## config.mk

```make
export PLATFORM = sky130hd
export DESIGN_NAME = lidar_packet_parser_core
export DESIGN_NICKNAME = d
export VERILOG_FILES = /design/src/rtl/lpp_pkg.sv /design/src/rtl/lpp_tracker.sv /design/src/rtl/lpp_formatter.sv /design/src/rtl/lidar_packet_parser_core.sv
export SDC_FILE = /design/constraint.sdc
export NUM_CORES = 1
export LEC_CHECK = 0
export BUFFER_PORTS_ARGS = -buffer_cell sky130_fd_sc_hd__buf_4
export CORE_ASPECT_RATIO = 1.2
export CORE_MARGIN = 2
export CORE_UTILIZATION = 40
export CTS_CLUSTER_DIAMETER = 200
export DETAILED_ROUTE_END_ITERATION = 6
export HOLD_SLACK_MARGIN = 0.02
export SYNTH_ARGS = -nofsm -noshare
export SYNTH_HDL_FRONTEND = slang
export SYNTH_SLANG_ARGS = --single-unit
```

## constraint.sdc

```tcl
create_clock -name clock -period 11.18 [get_ports clock]
set_input_delay 1.677 -clock clock [delete_from_list [all_inputs] [get_ports clock]]
set_output_delay 1.677 -clock clock [all_outputs]
set_load 0.01 [all_outputs]
```

## src/rtl/lpp_pkg.sv

```systemverilog
`timescale 1ns / 1ps

package lpp_pkg;

   localparam int DATA_W      = 8;
   localparam int DIST_W      = 17;
   localparam int VALUE_W     = 16;
   localparam int AZIM_W      = 16;
   localparam int STAMP_W     = 32;
   localparam int INDEX_W     = 6;
   localparam int STAMP_BYTES = 4;
   localparam int GREY_POS    = 16;

   localparam logic [7:0] MARKER_FIRST  = 8'hFF;
   localparam logic [7:0] MARKER_SECOND = 8'hEE;

   localparam logic [16:0] HALF_FOV_CENTIDEG = 17'd3000;
   localparam logic [5:0]  TOP_ANGLE_DECIDEG = 6'd19;

   localparam logic [1:0] KIND_CHANNEL = 2'd0;
   localparam logic [1:0] KIND_STAMP   = 2'd1;
   localparam logic [1:0] KIND_ERROR   = 2'd2;

   localparam logic [2:0] CLASS_UNKNOWN = 3'd5;
   localparam logic [7:0] CLASS_LAST    = 8'd4;

   localparam logic REG_DISTANCE_MAX = 1'b0;
   localparam logic REG_DISTANCE_MIN = 1'b1;

   localparam logic [DIST_W-1:0] DISTANCE_MAX_RESET = 17'd30000;
   localparam logic [DIST_W-1:0] DISTANCE_MIN_RESET = 17'd0;

   typedef struct packed {
      logic               valid;
      logic [1:0]         kind;
      logic [INDEX_W-1:0] column;
      logic [INDEX_W-1:0] channel;
      logic [VALUE_W-1:0] value;
      logic [7:0]         amplitude;
      logic [AZIM_W-1:0]  azimuth;
      logic               grey;
      logic [STAMP_W-1:0] stamp;
   } event_type;

   typedef struct packed {
      logic [1:0]         kind;
      logic [3:0]         column_index;
      logic [4:0]         channel_index;
      logic [DIST_W-1:0]  range_or_grey;
      logic               grey_mode;
      logic [7:0]         amplitude;
      logic [2:0]         channel_class;
      logic [AZIM_W-1:0]  azimuth_centideg;
      logic [16:0]        horizontal_angle_centideg;
      logic [5:0]         vertical_angle_decideg;
      logic [STAMP_W-1:0] timestamp_us;
      logic               end_of_packet;
   } result_type;

endpackage

```

## src/rtl/lpp_tracker.sv

```systemverilog
`timescale 1ns / 1ps

module lpp_tracker #(
   parameter int HEADER_LEN = 42,
   parameter int COLUMNS    = 12,
   parameter int CHANNELS   = 20
) (
   input  logic                      clock,
   input  logic                      reset,
   input  logic                      in_valid,
   output logic                      in_ready,
   input  logic [lpp_pkg::DATA_W-1:0] in_byte,
   input  logic                      in_first,
   output lpp_pkg::event_type        ev,
   input  logic                      ev_take
);
   import lpp_pkg::*;

   localparam int HDR_W = $clog2(HEADER_LEN);
   localparam int COL_W = $clog2(COLUMNS + 1);
   localparam int CH_W  = $clog2(CHANNELS + 1);

   localparam logic [HDR_W-1:0] HDR_LAST   = HDR_W'(HEADER_LEN - 1);
   localparam logic [HDR_W-1:0] GREY_AT    = HDR_W'(GREY_POS);
   localparam logic [HDR_W-1:0] STAMP_LAST = HDR_W'(STAMP_BYTES - 1);
   localparam logic [COL_W-1:0] COL_LAST   = COL_W'(COLUMNS - 1);
   localparam logic [CH_W-1:0]  CH_LAST    = CH_W'(CHANNELS - 1);

   localparam logic [1:0] SUB_MARK0 = 2'd0;
   localparam logic [1:0] SUB_MARK1 = 2'd1;
   localparam logic [1:0] SUB_AZ_LO = 2'd2;
   localparam logic [1:0] SUB_AZ_HI = 2'd3;

   localparam logic [1:0] T_LOW  = 2'd0;
   localparam logic [1:0] T_HIGH = 2'd1;
   localparam logic [1:0] T_AMP  = 2'd2;

   typedef enum logic [1:0] {PH_HEAD, PH_BODY, PH_STAMP, PH_DONE} phase_type;

   phase_type          phase_ff, phase_in;
   logic [HDR_W-1:0]   cnt_ff, cnt_in;
   logic               grey_ff, grey_in;
   logic [COL_W-1:0]   col_ff, col_in;
   logic [1:0]         sub_ff, sub_in;
   logic               chan_ff, chan_in;
   logic [CH_W-1:0]    ch_ff, ch_in;
   logic [1:0]         t_ff, t_in;
   logic [7:0]         low_ff, low_in;
   logic [AZIM_W-1:0]  azim_ff, azim_in;
   logic [VALUE_W-1:0] value_ff, value_in;
   logic [STAMP_W-1:0] acc_ff, acc_in;
   event_type          ev_ff, ev_in;
   logic               accept;

   assign in_ready = !ev_ff.valid || ev_take;
   assign accept   = in_valid && in_ready;
   assign ev       = ev_ff;

   always_comb begin
      phase_in = phase_ff;
      cnt_in   = cnt_ff;
      grey_in  = grey_ff;
      col_in   = col_ff;
      sub_in   = sub_ff;
      chan_in  = chan_ff;
      ch_in    = ch_ff;
      t_in     = t_ff;
      low_in   = low_ff;
      azim_in  = azim_ff;
      value_in = value_ff;
      acc_in   = acc_ff;
      ev_in       = ev_ff;
      ev_in.valid = ev_ff.valid && !ev_take;
      if (accept) begin
         ev_in = '0;
         if (in_first) begin
            phase_in = PH_HEAD;
            cnt_in   = '0;
            grey_in  = 1'b0;
         end
         ev_in.grey = grey_in;
         unique case (phase_in)
            PH_HEAD: begin
               if (cnt_in == GREY_AT) begin
                  grey_in = in_byte[1];
               end
               if (cnt_in == HDR_LAST) begin
                  phase_in = PH_BODY;
                  col_in   = '0;
                  sub_in   = SUB_MARK0;
                  chan_in  = 1'b0;
               end else begin
                  cnt_in = cnt_in + 1'b1;
               end
            end
            PH_BODY: begin
               if (!chan_in) begin
                  case (sub_in) inside
                     SUB_MARK0, SUB_MARK1: begin
                        if ((sub_in == SUB_MARK0 && in_byte != MARKER_FIRST) ||
                            (sub_in == SUB_MARK1 && in_byte != MARKER_SECOND)) begin
                           ev_in.valid  = 1'b1;
                           ev_in.kind   = KIND_ERROR;
                           ev_in.column = INDEX_W'(col_in);
                           phase_in     = PH_DONE;
                        end
                     end
                     SUB_AZ_LO: begin
                        low_in = in_byte;
                     end
                     default: begin
                        azim_in = {in_byte, low_in};
                        chan_in = 1'b1;
                        ch_in   = '0;
                        t_in    = T_LOW;
                     end
                  endcase
                  sub_in = sub_in + 1'b1;
               end else begin
                  case (t_in)
                     T_LOW: begin
                        low_in = in_byte;
                        t_in   = T_HIGH;
                     end
                     T_HIGH: begin
                        value_in = {in_byte, low_in};
                        t_in     = T_AMP;
                     end
                     default: begin
                        ev_in.valid     = 1'b1;
                        ev_in.kind      = KIND_CHANNEL;
                        ev_in.column    = INDEX_W'(col_in);
                        ev_in.channel   = INDEX_W'(ch_in);
                        ev_in.value     = value_in;
                        ev_in.amplitude = in_byte;
                        ev_in.azimuth   = azim_in;
                        t_in            = T_LOW;
                        if (ch_in == CH_LAST) begin
                           chan_in = 1'b0;
                           sub_in  = SUB_MARK0;
                           if (col_in == COL_LAST) begin
                              phase_in = PH_STAMP;
                              cnt_in   = '0;
                           end else begin
                              col_in = col_in + 1'b1;
                           end
                        end else begin
                           ch_in = ch_in + 1'b1;
                        end
                     end
                  endcase
               end
            end
            PH_STAMP: begin
               acc_in = (cnt_in == '0) ? STAMP_W'(in_byte) : {acc_in[STAMP_W-9:0], in_byte};
               if (cnt_in == STAMP_LAST) begin
                  ev_in.valid = 1'b1;
                  ev_in.kind  = KIND_STAMP;
                  ev_in.stamp = acc_in;
                  phase_in    = PH_DONE;
               end else begin
                  cnt_in = cnt_in + 1'b1;
               end
            end
            default: begin
            end
         endcase
      end
   end

   always_ff @(posedge clock) begin
      if (reset) begin
         phase_in_reset: begin
         end
         phase_ff    <= PH_HEAD;
         cnt_ff      <= '0;
         grey_ff     <= 1'b0;
         col_ff      <= '0;
         sub_ff      <= SUB_MARK0;
         chan_ff     <= 1'b0;
         ch_ff       <= '0;
         t_ff        <= T_LOW;
         ev_ff.valid <= 1'b0;
      end else begin
         phase_ff    <= phase_in;
         cnt_ff      <= cnt_in;
         grey_ff     <= grey_in;
         col_ff      <= col_in;
         sub_ff      <= sub_in;
         chan_ff     <= chan_in;
         ch_ff       <= ch_in;
         t_ff        <= t_in;
         ev_ff.valid <= ev_in.valid;
      end
      low_ff          <= low_in;
      azim_ff         <= azim_in;
      value_ff        <= value_in;
      acc_ff          <= acc_in;
      ev_ff.kind      <= ev_in.kind;
      ev_ff.column    <= ev_in.column;
      ev_ff.channel   <= ev_in.channel;
      ev_ff.value     <= ev_in.value;
      ev_ff.amplitude <= ev_in.amplitude;
      ev_ff.azimuth   <= ev_in.azimuth;
      ev_ff.grey      <= ev_in.grey;
      ev_ff.stamp     <= ev_in.stamp;
   end

   a_first_restarts: assert property (@(posedge clock) disable iff (reset)
      accept && in_first |=> phase_ff == PH_HEAD && cnt_ff == HDR_W'(1))
      else $error("first byte did not restart the header");

   a_error_drops: assert property (@(posedge clock) disable iff (reset)
      accept && ev_in.valid && ev_in.kind == KIND_ERROR |=> phase_ff == PH_DONE)
      else $error("bad marker did not drop the packet");

   a_stamp_ends: assert property (@(posedge clock) disable iff (reset)
      accept && ev_in.valid && ev_in.kind == KIND_STAMP |=> phase_ff == PH_DONE)
      else $error("timestamp did not end the packet");

   a_event_held: assert property (@(posedge clock) disable iff (reset)
      ev_ff.valid && !ev_take |=> ev_ff.valid && $stable(ev_ff.kind))
      else $error("pending event lost before transfer");

endmodule

```

## src/rtl/lpp_formatter.sv

```systemverilog
`timescale 1ns / 1ps

module lpp_formatter (
   input  logic                       clock,
   input  logic                       reset,
   input  lpp_pkg::event_type         ev,
   output logic                       ev_take,
   input  logic [lpp_pkg::DIST_W-1:0] distance_max,
   input  logic [lpp_pkg::DIST_W-1:0] distance_min,
   output lpp_pkg::result_type        rsp,
   output logic                       rsp_valid,
   input  logic                       rsp_ready
);
   import lpp_pkg::*;

   logic              rsp_valid_ff;
   result_type        rsp_ff, rsp_in;
   logic [DIST_W-1:0] doubled;
   logic [DIST_W-1:0] clamped;

   assign ev_take   = !rsp_valid_ff || rsp_ready;
   assign rsp_valid = rsp_valid_ff;
   assign rsp       = rsp_ff;
   assign doubled   = {ev.value, 1'b0};

   always_comb begin
      clamped = doubled;
      if (clamped > distance_max) begin
         clamped = distance_max;
      end
      if (clamped < distance_min) begin
         clamped = distance_min;
      end
      rsp_in           = '0;
      rsp_in.kind      = ev.kind;
      rsp_in.grey_mode = ev.grey;
      case (ev.kind)
         KIND_CHANNEL: begin
            rsp_in.column_index     = ev.column[3:0];
            rsp_in.channel_index    = ev.channel[4:0];
            rsp_in.range_or_grey    = ev.grey ? DIST_W'(ev.value) : clamped;
            rsp_in.amplitude        = ev.amplitude;
            rsp_in.channel_class    = (ev.amplitude <= CLASS_LAST) ? ev.amplitude[2:0]
                                                                   : CLASS_UNKNOWN;
            rsp_in.azimuth_centideg = ev.azimuth;
            rsp_in.horizontal_angle_centideg = {1'b0, ev.azimuth} - HALF_FOV_CENTIDEG;
            rsp_in.vertical_angle_decideg    = TOP_ANGLE_DECIDEG - {ev.channel[4:0], 1'b0};
         end
         KIND_STAMP: begin
            rsp_in.timestamp_us  = ev.stamp;
            rsp_in.end_of_packet = 1'b1;
         end
         default: begin
            rsp_in.column_index  = ev.column[3:0];
            rsp_in.end_of_packet = 1'b1;
         end
      endcase
   end

   always_ff @(posedge clock) begin
      if (reset) begin
         rsp_valid_ff <= 1'b0;
      end else if (ev_take) begin
         rsp_valid_ff <= ev.valid;
      end
      if (ev_take && ev.valid) begin
         rsp_ff <= rsp_in;
      end
   end

   a_stamp_last: assert property (@(posedge clock) disable iff (reset)
      rsp_valid_ff && rsp_ff.kind == KIND_STAMP |-> rsp_ff.end_of_packet)
      else $error("timestamp result without end of packet");

   a_channel_not_last: assert property (@(posedge clock) disable iff (reset)
      rsp_valid_ff && rsp_ff.kind == KIND_CHANNEL |-> !rsp_ff.end_of_packet)
      else $error("channel result marked as end of packet");

   a_clamp_bounds: assert property (@(posedge clock) disable iff (reset)
      ev_take && ev.valid && ev.kind == KIND_CHANNEL && !ev.grey
         && distance_min <= distance_max
      |=> rsp_ff.range_or_grey <= $past(distance_max)
          && rsp_ff.range_or_grey >= $past(distance_min))
      else $error("distance outside configured limits");

endmodule

```

## src/rtl/lidar_packet_parser_core.sv

```systemverilog
`timescale 1ns / 1ps

// Byte-serial parser for fixed-length lidar data packets. One packet byte is taken per cycle as
// a transfer on the req_ channel, with req_tuser set on the first byte of a packet. One result
// comes out per channel (on its amplitude byte), one for the timestamp, and one for a bad column
// marker, after which the rest of that packet is dropped and downstream must discard its channels.
// A position tracker register and a result register sit between the two sides, so req_tready stays
// high while either is free and a byte can be taken every cycle unless both hold results that
// rsp_tready has not yet taken. The distance limits are written through the csr_ port; the user
// must write them only while the block is idle, which the block itself does not enforce.

module lidar_packet_parser_core #(
   parameter int HEADER_LEN = 42,
   parameter int COLUMNS    = 12,
   parameter int CHANNELS   = 20
) (
   input  logic                       clock,
   input  logic                       reset,
   input  logic                       req_tvalid,
   output logic                       req_tready,
   input  logic [7:0]                 req_tdata,  // data_byte
   input  logic                       req_tuser,  // first_byte
   output logic                       rsp_tvalid,
   input  logic                       rsp_tready,
   // column_index, channel_index, range_or_grey, grey_mode, amplitude, channel_class,
   // azimuth_centideg, horizontal_angle_centideg, vertical_angle_decideg, timestamp_us
   output logic [111:0]               rsp_tdata,
   output logic [1:0]                 rsp_tuser,  // kind
   output logic                       rsp_tlast,  // end_of_packet
   input  logic                       csr_we,
   input  logic                       csr_addr,
   input  logic [lpp_pkg::DIST_W-1:0] csr_wdata
);
   import lpp_pkg::*;

   logic [DIST_W-1:0] dist_max_ff;
   logic [DIST_W-1:0] dist_min_ff;
   event_type         ev;
   logic              ev_take;
   result_type        rsp;

   always_ff @(posedge clock) begin
      if (reset) begin
         dist_max_ff <= DISTANCE_MAX_RESET;
         dist_min_ff <= DISTANCE_MIN_RESET;
      end else if (csr_we) begin
         unique case (csr_addr)
            REG_DISTANCE_MAX: dist_max_ff <= csr_wdata;
            REG_DISTANCE_MIN: dist_min_ff <= csr_wdata;
         endcase
      end
   end

   lpp_tracker #(
      .HEADER_LEN (HEADER_LEN),
      .COLUMNS    (COLUMNS),
      .CHANNELS   (CHANNELS)
   ) u_tracker (
      .clock    (clock),
      .reset    (reset),
      .in_valid (req_tvalid),
      .in_ready (req_tready),
      .in_byte  (req_tdata),
      .in_first (req_tuser),
      .ev       (ev),
      .ev_take  (ev_take)
   );

   lpp_formatter u_formatter (
      .clock        (clock),
      .reset        (reset),
      .ev           (ev),
      .ev_take      (ev_take),
      .distance_max (dist_max_ff),
      .distance_min (dist_min_ff),
      .rsp          (rsp),
      .rsp_valid    (rsp_tvalid),
      .rsp_ready    (rsp_tready)
   );

   assign rsp_tuser = rsp.kind;
   assign rsp_tlast = rsp.end_of_packet;
   assign rsp_tdata = {3'b000,
                       rsp.timestamp_us,
                       rsp.vertical_angle_decideg,
                       rsp.horizontal_angle_centideg,
                       rsp.azimuth_centideg,
                       rsp.channel_class,
                       rsp.amplitude,
                       rsp.grey_mode,
                       rsp.range_or_grey,
                       rsp.channel_index,
                       rsp.column_index};

endmodule
```

==> metrics.txt <==
run status finished, final reports clean; deepest clock path buffer count 3; Critical Path Fanout Max 19; Final Hold Fails 0; number of routed nets with antenna violations 0; CP peak stage delay 0.71 ns; via density per instance between 5 and 6; multi-input logic area 4280 um2; Ys Warns 0; number of global-route vias before repair 8269; Reg area 8870 um2; Seq cells post-synth 315; max-cap viol count 0; commonest non-fill, non-tap cell in the layout edfxtp_1; fmax 0.190 GHz; final setup vio count 0; total setup buffers inserted after CTS 0; Tcrit/Tclk final 47.1%; final WL between 20 and 30 mm; routed vias about 8400; part of the power in registers 51.9%; # diodes 0; Synth Cell Area 13600 um2; GRT Total Usage 16.6%; syn_area_per_cell 12.8 um2; Area Growth Syn to Fin 18.6%; VDD IR max 84.1 uV; PwrDens ~160 nW/um2; WS Path Type reg2reg; P_int just under 2 mW; most frequent cells in the layout edfxtp_1 (256), buf_4 (154), and2_1 (136), nand2_1 (89), dfxtp_1 (59); standard-cell row count 73; share of the yosys chip area belonging to registers 65.3%; Die Y 206 um; first-pass GRT wire length 45.1 mm; Worst-path clk slew around 0.06 ns; min-delay worst type reg2reg; Layout Nets 1274; unrepaired setup endpoints after global routing no; Post-Syn Instances 1058; switching portion of total power 22.2%; Clk Latency, worst-skew pair 0.51 ns; WHS Path Cells 0; worst hold endpoint u_tracker.azim_ff[1]; Combinational Power Share 6.1%; # port buffers around 150; CP Launch Type register; hpwl dp 19.6 mm; Cell variety after synth 66; measured slew at the worst slew-check pin 1.14 ns; CP Cell Sequence ha_1 -> nand4_1 -> nor4_4 -> a22oi_2 -> a21oi_4 -> mux2_2 -> ha_1 -> o21ai_0 -> a21oi_1 -> o211ai_1 -> and3_1 -> nand2_1 -> a31o_2; initial core utilization 40.8%; core area about 33000 um2; CTS Buf Count 34; routability cong. 0.936; overall die width 172 um; WP data arrival 5.52 ns; Post-synth top flop edfxtp_1; largest net degree at the start of global routing 86; die area 35500 um2; Clock Skews 0.0220 ns; Util after Layout a little under 50%; Slew headroom 24.0%; CP Capture Type register; CTS H-tree depth 2; Sink Count 315; Min-Delay Startpoint u_tracker.low_ff[1]; Slowest cell on crit path and3_1; hold_buf cts 0; CP required 11.44 ns; crit-path most repeated cell ha_1; router iterations before antenna repair 4; Psw 0.556 mW; grt ovf 0; post-CTS sizing 0; pins over their slew limit 0; number of DRC markers in iteration 0 459; number of enable flip-flop cells after synthesis 256; Period minus WS final between 5 and 6 ns; final setup margin slightly below 6 ns; pre-CTS WS 5.99 ns; io pins 149; ys async rst share 0%; worst-case reg-to-reg path depth 13; share of layout cells above drive strength 1 19.7%; WHS 0.449 ns; CTS tree built; worst r2r src u_tracker.ev[68]; r2r setup slk about 5.9 ns; reg-to-reg endpoint u_formatter.rsp[87]; DRC 0; root buf cell clkbuf_16; routed length per placed instance 17.6 um; final setup TNS 0 ns; fillers 2994; Clock power frac 42.0%; initial antenna violation count 0; Leak Pwr approximately 6.2 nW
==> cell type report <==
type / instances / area share, %
clock buffer: 42 / 5.60
clock inverter: 19 / 0.916
multi-input combinational: 638 / 26.6
timing repair buffer: 154 / 7.18
tap: 450 / 3.49
sequential: 315 / 55.0
inverter: 52 / 1.22
==> cells in the mapped netlist, drive strengths merged (4+ instances only) <==
cell | count | area [um2]
edfxtp | 256 | 7690
and2 | 137 | 857
nand2 | 89 | 334
dfxtp | 59 | 1180
a21oi | 57 | 297
inv | 52 | 195
nor2 | 50 | 188
ha | 47 | 588
and3 | 45 | 282
clkbuf | 38 | 143
o21ai | 19 | 95.1
buf | 17 | 129
a31o | 16 | 140
mux2 | 16 | 214
a41o | 15 | 150
nor2b | 13 | 81.3
nand3 | 12 | 60.1
nand4 | 12 | 81.3
xnor2 | 11 | 96.3
a21o | 8 | 60.1
nor3 | 8 | 40.0
o211ai | 8 | 60.1
nor4 | 7 | 65.1
xor2 | 7 | 61.3
nand2b | 5 | 31.3
a22oi | 4 | 35.0
==> per-layer routing <==
metal  GRT usage (%)  vias to the layer above  wire length (um)
met5               0                        -                 0
met4            6.00                        0               858
met3            2.47                       60              1220
met1            20.9                     4030             12500
met2            29.0                      202             14900
li1                -                     4079                 -
==> per-stage QoR <==
step / cell area [um2] / total power [mW] / cells
floorplan: 13600 / 1.43 / 1060
global placement: 15100 / 1.47 / 1609
detailed placement: 15100 / 1.48 / 1609
CTS: 16100 / 2.53 / 1670
global route: 16100 / 2.59 / 1670
finish: 16100 / 2.50 / 1670
==> flip-flops by register name, indices dropped and copies added (netlist names), 4 cells and up <==
name,flops
u_tracker.cnt_ff,6
dist_min_ff,17
dist_max_ff,17
u_formatter.rsp,108
u_tracker.low_ff,8
u_tracker.col_ff,4
u_tracker.ev,85
u_tracker.ch_ff,5
u_tracker.value_ff,16
u_tracker.acc_ff,24
u_tracker.azim_ff,16
==> how the worst max path moves through the flow <==
stage / startpoint / end / slack [ns] / cells after the start
floorplan: rsp_tready / u_formatter.rsp[0] / 0.92 / 2
detailed placement: u_tracker.ev[68] / u_formatter.rsp[90] / 5.99 / 13
global route: u_tracker.ev[68] / u_formatter.rsp[90] / 5.63 / 13
CTS: u_tracker.ev[68] / u_formatter.rsp[87] / 5.97 / 13
global placement: u_tracker.ev[68] / u_formatter.rsp[88] / 6.11 / 13
finish: u_tracker.ev[68] / u_formatter.rsp[87] / 5.92 / 13
==> logic make-up after synthesis <==
group           after synthesis  share of synthesized area (%)
simple gates                392                           15.8
flops                       315                           65.3
compound gates              159                           8.18
buf+inv                     107                           3.43
fa+ha+maj                    47                           4.33
mux                          19                           1.80
xor+xnor                     18                           1.16
other cells                   1                         0.0276
==> power by group through the flow <==
stage	Clock (mW)	Sequential (mW)	Combinational [mW]
2_1_floorplan	0	1.32	0.110
3_3_place_gp	0	1.32	0.150
3_5_place_dp	0	1.32	0.153
4_1_cts	1.08	1.30	0.154
5_1_grt	1.12	1.30	0.171
6_report	1.05	1.30	0.152
==> worst max-delay path: cells and delay by family (launching register included) <==
| kind | cells | cell delay, ns |
|---|---|---|
| and+or+nand+nor | 4 | 1.88 |
| AOI/OAI and AO/OA | 6 | 1.67 |
| adders and majority gates | 2 | 0.64 |
| muxes | 1 | 0.42 |
| DFF | 1 | 0.41 |
Note: power is estimated with default switching activity, not from simulation.
